<file path="src/rtl/ptrx_pkg.sv">
package ptrx_pkg;

  localparam int unsigned VALUE_W = 31;
  localparam int unsigned VER_W   = 10;
  localparam int unsigned NODE_W  = 15;
  localparam int unsigned COUNT_W = 11;
  localparam int unsigned NODES   = 32768;
  localparam int unsigned KIND_W  = 2;

  typedef enum logic [KIND_W-1:0] {
    KIND_CREATE = 2'd0,
    KIND_COPY   = 2'd1,
    KIND_QUERY  = 2'd2
  } kind_e;

  typedef enum logic [4:0] {
    S_CLEAR,
    S_IDLE,
    S_REDUCE,
    S_DISPATCH,
    S_C_ROOT_RD,
    S_C_ROOT_WR,
    S_C_RD,
    S_C_WR,
    S_C_LEAF_RD,
    S_C_LEAF_WR,
    S_COPY_RD,
    S_COPY_WR,
    S_Q_RD_HI,
    S_Q_RD_LO,
    S_Q_LOAD_B,
    S_Q_CH,
    S_Q_CNT,
    S_Q_STEP,
    S_RESP_OK,
    S_RESP_ERR
  } state_e;

  typedef enum logic [1:0] {
    RSEL_TGT,
    RSEL_BASE,
    RSEL_BM1
  } root_sel_e;

  // child pair of one node, index 0 and index 1
  typedef logic [1:0][NODE_W-1:0] children_t;

  typedef struct packed {
    logic      latch_in;
    logic      clr_step;
    logic      red_step;
    logic      root_rd;
    root_sel_e root_sel;
    logic      root_wr_new;
    logic      copy_wr;
    logic      node_rd_prev;
    logic      node_wr_level;
    logic      node_wr_leaf;
    logic      q_init_a;
    logic      q_init_b;
    logic      q_rd_ch;
    logic      q_rd_cnt;
    logic      q_step;
    logic      resp_load;
    logic      resp_err;
  } dp_cmd_t;

  typedef struct packed {
    kind_e kind;
    logic  base_zero;
    logic  pool_full;
    logic  clr_last;
    logic  level_zero;
    logic  out_free;
  } dp_status_t;

endpackage

</file>
<file path="src/rtl/ptrx_ctrl.sv">
module ptrx_ctrl
  import ptrx_pkg::*;
(
  input  logic       clk_i,
  input  logic       rst_ni,
  input  logic       in_valid_i,
  input  dp_status_t status_i,
  output logic       in_stall_o,
  output dp_cmd_t    cmd_o
);

  state_e state_q, state_d;

  always_ff @(posedge clk_i or negedge rst_ni) begin
    if (!rst_ni) begin
      state_q <= S_CLEAR;
    end else begin
      state_q <= state_d;
    end
  end

  always_comb begin
    state_d = state_q;
    case (state_q)
      S_CLEAR: begin
        if (status_i.clr_last) state_d = S_IDLE;
      end
      S_IDLE: begin
        if (in_valid_i) state_d = S_REDUCE;
      end
      S_REDUCE: state_d = S_DISPATCH;
      S_DISPATCH: begin
        case (status_i.kind)
          KIND_CREATE: state_d = status_i.pool_full ? S_RESP_ERR : S_C_ROOT_RD;
          KIND_COPY:   state_d = S_COPY_RD;
          KIND_QUERY:  state_d = status_i.base_zero ? S_RESP_ERR : S_Q_RD_HI;
          default:     state_d = S_IDLE;
        endcase
      end
      S_C_ROOT_RD: state_d = S_C_ROOT_WR;
      S_C_ROOT_WR: state_d = S_C_RD;
      S_C_RD:      state_d = S_C_WR;
      S_C_WR: begin
        state_d = status_i.level_zero ? S_C_LEAF_RD : S_C_RD;
      end
      S_C_LEAF_RD: state_d = S_C_LEAF_WR;
      S_C_LEAF_WR: state_d = S_IDLE;
      S_COPY_RD:   state_d = S_COPY_WR;
      S_COPY_WR:   state_d = S_IDLE;
      S_Q_RD_HI:   state_d = S_Q_RD_LO;
      S_Q_RD_LO:   state_d = S_Q_LOAD_B;
      S_Q_LOAD_B:  state_d = S_Q_CH;
      S_Q_CH:      state_d = S_Q_CNT;
      S_Q_CNT:     state_d = S_Q_STEP;
      S_Q_STEP: begin
        state_d = status_i.level_zero ? S_RESP_OK : S_Q_CH;
      end
      S_RESP_OK, S_RESP_ERR: begin
        if (status_i.out_free) state_d = S_IDLE;
      end
      default: state_d = S_IDLE;
    endcase
  end

  always_comb begin
    cmd_o      = '0;
    in_stall_o = (state_q != S_IDLE);
    case (state_q)
      S_CLEAR:    cmd_o.clr_step = 1'b1;
      S_IDLE:     cmd_o.latch_in = in_valid_i;
      S_REDUCE:   cmd_o.red_step = 1'b1;
      S_DISPATCH: ;
      S_C_ROOT_RD: begin
        cmd_o.root_rd  = 1'b1;
        cmd_o.root_sel = RSEL_BASE;
      end
      S_C_ROOT_WR: cmd_o.root_wr_new   = 1'b1;
      S_C_RD:      cmd_o.node_rd_prev  = 1'b1;
      S_C_WR:      cmd_o.node_wr_level = 1'b1;
      S_C_LEAF_RD: cmd_o.node_rd_prev  = 1'b1;
      S_C_LEAF_WR: cmd_o.node_wr_leaf  = 1'b1;
      S_COPY_RD: begin
        cmd_o.root_rd  = 1'b1;
        cmd_o.root_sel = RSEL_BASE;
      end
      S_COPY_WR: cmd_o.copy_wr = 1'b1;
      S_Q_RD_HI: begin
        cmd_o.root_rd  = 1'b1;
        cmd_o.root_sel = RSEL_TGT;
      end
      S_Q_RD_LO: begin
        cmd_o.root_rd  = 1'b1;
        cmd_o.root_sel = RSEL_BM1;
        cmd_o.q_init_a = 1'b1;
      end
      S_Q_LOAD_B: cmd_o.q_init_b = 1'b1;
      S_Q_CH:     cmd_o.q_rd_ch  = 1'b1;
      S_Q_CNT:    cmd_o.q_rd_cnt = 1'b1;
      S_Q_STEP:   cmd_o.q_step   = 1'b1;
      S_RESP_OK:  cmd_o.resp_load = status_i.out_free;
      S_RESP_ERR: begin
        cmd_o.resp_load = status_i.out_free;
        cmd_o.resp_err  = 1'b1;
      end
      default: ;
    endcase
  end

endmodule

</file>
<file path="config.mk">
export PLATFORM = sky130hd
export DESIGN_NAME = ptrx_ctrl
export DESIGN_NICKNAME = d
export VERILOG_FILES = /design/src/rtl/ptrx_pkg.sv /design/src/rtl/ptrx_ctrl.sv
export SDC_FILE = /design/constraint.sdc
export NUM_CORES = 1
export LEC_CHECK = 0
export ABC_CLOCK_PERIOD_IN_PS = 2200
export BUFFER_PORTS_ARGS = -buffer_cell sky130_fd_sc_hd__buf_2
export CAP_MARGIN = 20
export CORE_MARGIN = 2
export CORE_UTILIZATION = 47
export DETAILED_ROUTE_END_ITERATION = 16
export GPL_TIMING_DRIVEN = 1
export PLACE_DENSITY_LB_ADDON = 0.08
export SLEW_MARGIN = 20
export SYNTH_ARGS = -nofsm -noshare
export SYNTH_HDL_FRONTEND = slang
export SYNTH_SLANG_ARGS = --single-unit
</file>
<file path="constraint.sdc">
create_clock -name clk_i -period 2.2 [get_ports clk_i]
set_input_delay 0 -clock clk_i [delete_from_list [all_inputs] [get_ports clk_i]]
set_output_delay 0 -clock clk_i [all_outputs]
set_load 0.05 [all_outputs]
</file>
==> flow_summary.yaml, run 1 <==
outcome:
  status: "finished clean"
min_path:
  min_from: "status_i[5]"
  hold_path_end: "state_q[4]$_DFFE_PN0P_"
  whs_path_depth: 2
  hp-class: "in -> reg"
setup_path:
  crit_type: "reg -> out"
  endpoint_kind: "primary output"
  crit_arrival_ns: 1.83
  r2r_cells: 4
  crit_fanout: 15
  critPathLaunchType: "flop"
  r2r_end: "state_q[0]$_DFFE_PN0P_"
  cp.required_ns: 2.20
  r2r-start: "state_q[2]$_DFFE_PN0P_"
  ff2ff_setup_slack_ns: 0.42
timing:
  tightest_slew_ns: 0.441
  skew_ns: 0.00875
  min_period_over_period: 0.834
  period_needed_ns: 1.83
  hold_viol_final: 0
  drv_slew: 0
  rsz0062_at_grt: "no"
  setup_violations: 0
  maxSlewHeadroom: 0.706
  fmax_ghz: 0.545
  tns_ns: 0
routing:
  highest_layer: "met4"
  drt_iter0_markers: 21
  wl_met1_um: 878
  wl_met2_um: 890
  wl_um: 1970
  wl_per_cell_um: 13.4
  drc: 0
  wl_met3_um: 172
  vias: 872
  firstDrtPassIters: 4
  drtAntennaViolNets: 0
  viasPerCell: 5.93
finish:
  fillers: 135
  stdcell_count: 147
  n_antenna_cell: 0
  largest_registers: "state_q x5"
  largest_register_ff_count: 5
  drive_gt1_frac: 0.303
  num-nets-final: 143
  syn_to_final_growth_pct: 22.8
  top_register: "state_q"
  final_area_um2: 868
die:
  die-area_um2: 1830
  ios: 29
  fp.dieW_um: 42.8
  row_count: 13
  core_um2: 1350
  die_h_um: 42.8
  start_util: 0.524
synthesis:
  synth_top_family_by_area: "simple AND/OR/NAND/NOR gates"
  synthAdderAreaFrac: 0
  yosys_warnings: 0
  synth_top_area_frac: 0.177
  synth_xor_area_frac: 0
  synthArstFlopShare: 1.00
  syn-num-nets: 117
  ys_seq_area_frac: 0.177
  synth_edf_count: 0
  synth_cells: 107
  synth_ff_type: "dfrtp_1"
  syn_area_um2: 707
  synth.distinct_cells: 35
  yosys-top-cells-count: "nor2_1 (17), nand2_1 (13), nor3_1 (10), nand2b_1 (7)"
  synth_area_leader_cell: "dfrtp_1"
  ys_ff_latch: 5
  synth-simple-area-share: 0.407
  postSynthAreaPerCell_um2: 6.61
  post_synth_mux_area_share: 0.0761
  synth.area.top_cells: "dfrtp_1 (18%), nor2_1 (9.0%), nor3_1 (7.1%)"
  synth.most_common_cell: "nor2_1"
  synth_compound_gate_area_share: 0.244
clocking:
  cts_tree: "done"
  numClockSinks: 5
  cts-htree-levels: 1
  clkLatencyLatePin_ns: 0.25
  cts_root_buf: "clkbuf_4"
  cts_setup_buffers: 0
  clockBufferDepth: 2
  cts_buffers: 3
  clk_pin_slew_ns: 0.05
power_and_ir_drop:
  seqPwrFrac: 0.182
  p_per_area_nw_per_um2: 1660
  pwr-share-comb: 0.743
  p_int_w: 0.000552
  sw_frac_of_total: 0.618
  power_frac_clock: 0.075
  ir_worst_vdd_mv: 1.03
  p_switching_w: 0.000891
  p_leak_nw: 0.416
placed_design:
  place.gp.congestion: 0.820
  numPortBuffers: 28
  dp.cells: 142
  detailed_place_hpwl_um: 1510
  placed_cell_area_um2: 832
global_route:
  globalRouteOverflowTotal: 0
  grt_pass1_vias: 780
  grt_max_degree: 16
  antenna_found_initial: 0
  grt_util_all_layers: 0.241
  grt_pass1_wl_um: 3430
flow_run:
  cap_violations: 0
[how the worst max path moves through the flow]
stage / start / to / slack (ns) / depth (start not counted)
4_1_cts: state_q[2]$_DFFE_PN0P_ / cmd_o[9] / 0.40 / 4
3_3_place_gp: state_q[2]$_DFFE_PN0P_ / state_q[0]$_DFFE_PN0P_ / 0.49 / 4
2_1_floorplan: state_q[1]$_DFFE_PN0P_ / cmd_o[9] / 0.20 / 4
5_1_grt: state_q[3]$_DFFE_PN0P_ / cmd_o[9] / 0.27 / 4
3_5_place_dp: state_q[2]$_DFFE_PN0P_ / state_q[0]$_DFFE_PN0P_ / 0.44 / 4
6_report: state_q[3]$_DFFE_PN0P_ / cmd_o[9] / 0.37 / 4
[cell usage in the layout (no fill, tap or decap)]
| cell | instances |
|---|---|
| mux2_2 | 2 |
| and3_1 | 2 |
| clkbuf_4 | 3 |
| buf_2 | 28 |
| clkinv_1 | 1 |
| a21oi_1 | 6 |
| o221ai_1 | 1 |
| nor4_1 | 1 |
| o311ai_1 | 1 |
| a311o_1 | 1 |
| a21o_1 | 1 |
| dfrtp_1 | 5 |
| nand3_1 | 2 |
| o31a_1 | 1 |
| a31oi_1 | 1 |
| o31ai_1 | 1 |
| o21a_1 | 1 |
| nor2_2 | 1 |
| or3_1 | 1 |
| o21ai_1 | 1 |
| or3b_1 | 1 |
| clkbuf_1 | 1 |
| nor3b_2 | 1 |
| nand2b_1 | 7 |
| o21ai_0 | 3 |
| nand2_1 | 13 |
| nor2b_1 | 3 |
| o221ai_2 | 2 |
| nor3_1 | 10 |
| mux2_1 | 1 |
| o22ai_1 | 3 |
| mux2i_1 | 2 |
| buf_4 | 3 |
| dlygate4sd3_1 | 1 |
| nor2_1 | 17 |
| inv_1 | 2 |
| a32oi_1 | 1 |
[per-layer routing]
layer,global-route usage,vias to the layer above
met5,0,-
met4,0.0938,0
met3,0.0681,4
met2,0.373,36
met1,0.314,405
li1,-,427
[what timing repair did]
action,CTS,global route
hold buffers,1,0
resized for setup,0,0
endpoints found under the hold margin,5,0
[cell type report]
cell class	count	area, µm²	area share
tap	15	18.8	0.0216
sequential	5	125	0.144
clock buffer	4	26.3	0.0303
inverter	3	11.3	0.0130
timing repair buffer	32	173	0.199
multi-input combinational	88	514	0.592
[worst max-delay path, stage by stage, from the launching register on]
cell and delay [ns]:
dfrtp_1 0.58, nand2b_1 0.27, mux2_2 0.33, nor3_1 0.12, buf_2 0.29
[through the flow]
step | total power (W) | utilization | hold WS, ns | setup WS [ns]
after global routing | 0.00157 | 0.643 | 0.0460 | 0.275
after global placement | 0.00131 | 0.616 | -0.183 | 0.492
after CTS | 0.00144 | 0.643 | 0.0253 | 0.398
after floorplan | 0.00111 | - | -0.296 | 0.197
final | 0.00144 | 0.643 | 0.0309 | 0.366
after detailed placement | 0.00132 | 0.616 | -0.184 | 0.441
[power by group through the flow]
| stage | Clock [W] | Combinational [W] | Sequential (W) |
|---|---|---|---|
| after floorplan | 0 | 0.000954 | 0.000157 |
| after global placement | 0 | 0.00106 | 0.000254 |
| after detailed placement | 0 | 0.00107 | 0.000257 |
| after CTS | 0.000112 | 0.00107 | 0.000256 |
| after global routing | 0.000121 | 0.00118 | 0.000271 |
| final | 0.000108 | 0.00107 | 0.000262 |
[kinds of logic (layout without fill, tap and decap cells)]
logic type	count (synthesis)	after routing
AND/OR/NAND/NOR	59	59
AO/OA/AOI/OAI	24	24
buffers and inverters	14	39
multiplexers	5	5
flip-flops	5	5
Note: power is estimated with default switching activity, not from simulation.
==> run 2: changes to the inputs <==
--- a/config.mk
+++ b/config.mk
@@ -5,11 +5,12 @@
 export SDC_FILE = /design/constraint.sdc
 export NUM_CORES = 1
 export LEC_CHECK = 0
-export ABC_CLOCK_PERIOD_IN_PS = 2200
+export ABC_AREA = 1
+export ABC_CLOCK_PERIOD_IN_PS = 1600
 export BUFFER_PORTS_ARGS = -buffer_cell sky130_fd_sc_hd__buf_2
 export CAP_MARGIN = 20
 export CORE_MARGIN = 2
-export CORE_UTILIZATION = 47
+export CORE_UTILIZATION = 42
 export DETAILED_ROUTE_END_ITERATION = 16
 export GPL_TIMING_DRIVEN = 1
 export PLACE_DENSITY_LB_ADDON = 0.08
==> constraint.sdc (replaced) <==
create_clock -name clk_i -period 1.6 [get_ports clk_i]
set_input_delay 0 -clock clk_i [delete_from_list [all_inputs] [get_ports clk_i]]
set_output_delay 0 -clock clk_i [all_outputs]
set_load 0.05 [all_outputs]
==> run 2 against run 1 <==
  * Clock skew down 0.0045 ns
  * Sequential share of layout area down 0.84 points
  * Global-route usage down 4.0 points
  * Die area up 6.3%
  * Sequential cell count unchanged
  * Final cell count up 20%
  * Sequential power up 18%
  * Combinational power up 27%
  * Critical endpoint is now cmd_o[3]
==> flow_summary.yaml, run 2 <==
synthesis:
  synth_edf_count: 0
  syn-num-nets: 136
  synth.area.top_cells: "dfrtp_1 (19%), nand2_1 (18%), nor2_1 (13%)"
  postSynthAreaPerCell_um2: 5.36
  ys_ff_latch: 5
  synth_ff_type: "dfrtp_1"
  synthArstFlopShare: 1.00
  synth.most_common_cell: "nand2_1"
  synth_area_leader_cell: "dfrtp_1"
  synth_top_area_frac: 0.185
  yosys_warnings: 0
  synth.distinct_cells: 20
  yosys-top-cells-count: "nand2_1 (32), nor2_1 (24), inv_1 (21), nand3_1 (13)"
  ys_seq_area_frac: 0.185
  synth_cells: 126
  syn_area_um2: 676
finish:
  final_cell_mix: "nand2_1 (30), inv_1 (21), buf_2 (20)"
  largest_register_ff_count: 5
  ff_latch_area_um2: 129
  n_antenna_cell: 0
  fillers: 160
  syn_to_final_growth_pct: 40.6
  top_register: "state_q"
  fin_util: 0.630
  multiInputGateArea_um2: 477
  final_common_cell: "nand2_1"
  drive_gt1_frac: 0.391
  num-nets-final: 172
  largest_registers: "state_q x5"
  final_area_um2: 950
routing:
  drc: 0
  firstDrtPassIters: 4
  drtAntennaViolNets: 0
  wl_um: 1940
  drt_iter0_markers: 18
  vias: 914
  wl_per_cell_um: 11.0
  viasPerCell: 5.16
clocking:
  numClockSinks: 5
  clkLatencyLatePin_ns: 0.24
  clockBufferDepth: 2
  clk_pin_slew_ns: 0.04
  cts_root_buf: "clkbuf_4"
  cts-htree-levels: 1
  cts_buffers: 3
  cts_tree: "done"
setup_path:
  crit_path_top_delay_cell: "dfrtp_2"
  crit_type: "reg -> out"
  max_stage_delay_ns: 0.45
  r2r_cells: 10
  crit_fanout: 5
  crit_chain: "nor2_4 -> buf_4 -> nand3_1 -> inv_1 -> buf_2"
  critPathLaunchType: "flop"
  crit_arrival_ns: 1.52
  endpoint_kind: "primary output"
  cp.required_ns: 1.60
timing:
  drv_slew: 0
  tns_ns: 0
  period_needed_ns: 1.52
  setup_violations: 0
  min_period_over_period: 0.950
  skew_ns: 0.00422
  hold_viol_final: 0
  maxSlewHeadroom: 0.800
  tightest_slew_ns: 0.298
  fmax_ghz: 0.658
placed_design:
  detailed_place_hpwl_um: 1580
  numPortBuffers: 28
  place.gp.congestion: 0.890
  placed_cell_area_um2: 850
die:
  core_um2: 1510
  die-area_um2: 1950
  fp.dieW_um: 44.1
  row_count: 14
  start_util: 0.449
  die_h_um: 44.1
  ios: 29
power_and_ir_drop:
  pwr-share-comb: 0.752
  p_int_w: 0.000687
  ir_worst_vdd_mv: 1.02
  p_switching_w: 0.00112
  p_per_area_nw_per_um2: 1910
  finalPower_w: 0.00181
  power_frac_clock: 0.077
  p_leak_nw: 0.626
  seqPwrFrac: 0.171
  sw_frac_of_total: 0.621
global_route:
  grt_util_all_layers: 0.201
  antenna_found_initial: 0
  grt_pass1_vias: 732
  grt_max_degree: 10
  grt_pass1_wl_um: 3000
  globalRouteOverflowTotal: 0
min_path:
  whs_path_depth: 3
  hp-class: "in -> reg"
flow_run:
  cap_violations: 0
outcome:
  status: "finished clean"
==> run 2: cell count changes in the layout (fill, tap and decap cells not counted), moves of 7 or more <==
cell      delta
nand2_1     +17
nor2_2       +8
nand2b_1     -7
buf_2        -8
nor3_1       -8
inv_1       +19
nand3_1     +10
==> run 2: critical path, delay by kind of cell (launching register included) <==
family / cells / cell delay (ns)
buf+inv: 3 / 0.52
simple gates: 2 / 0.31
flops: 1 / 0.45
==> run 2: power groups by stage <==
stage,combinational (W),clock (W),sequential (W)
6_report,0.00136,0.000140,0.000310
5_1_grt,0.00149,0.000164,0.000313
4_1_cts,0.00128,0.000148,0.000280
3_5_place_dp,0.00127,0,0.000282
3_3_place_gp,0.00126,0,0.000283
2_1_floorplan,0.00103,0,0.000254
==> run 2: kinds of logic after synthesis <==
| group | after synthesis | synth area share |
|---|---|---|
| simple gates | 86 | 0.585 |
| buf+inv | 28 | 0.167 |
| compound gates | 7 | 0.0630 |
| flops | 5 | 0.185 |
==> run 2: stage by stage <==
| step | std cells | setup slack (ns) | hold WS, ns |
|---|---|---|---|
| final | 177 | 0.0802 | 0.0419 |
| after global routing | 177 | -0.0138 | 0.0275 |
| after CTS | 174 | 0.0233 | 0.0186 |
| after detailed placement | 169 | 0.150 | -0.182 |
| after global placement | 169 | 0.118 | -0.182 |
| after floorplan | 126 | 0.0607 | -0.296 |
==> run 2: metal layers <==
layer,wire (µm),up-vias,GRT usage
li1,-,461,-
met1,898,404,0.265
met2,881,45,0.335
met3,134,4,0.0531
met4,25,0,0.0303
met5,0,-,0
==> run 2: worst paths after layout <==
check | startpoint | endpoint | slack (ns)
worst min-delay path | status_i[1] | state_q[3]$_DFFE_PN0P_ | 0.04
worst max-delay path | state_q[3]$_DFFE_PN0P_ | cmd_o[3] | 0.08
worst min register to register | state_q[0]$_DFFE_PN0P_ | state_q[0]$_DFFE_PN0P_ | 0.76
max in group asynchronous | rst_ni | state_q[1]$_DFFE_PN0P_ | 1.36
min in group asynchronous | rst_ni | state_q[2]$_DFFE_PN0P_ | 0.10
worst max register to register | state_q[3]$_DFFE_PN0P_ | state_q[0]$_DFFE_PN0P_ | 0.15
==> run 2: final cells by class <==
type	count	share of cell area
multi-input combinational	93	0.502
timing repair buffer	33	0.211
sequential	5	0.136
inverter	26	0.103
clock buffer	4	0.0277
tap	16	0.0211
==> run 2: what timing repair did <==
action                                  4_1_cts  5_1_grt
pin swaps                                     0        2
gates resized for setup                       1       17
endpoints found under the hold margin         5        0
hold buffers                                  1        0
buffers inserted                              0        3
endpoints found under the setup margin        1       12
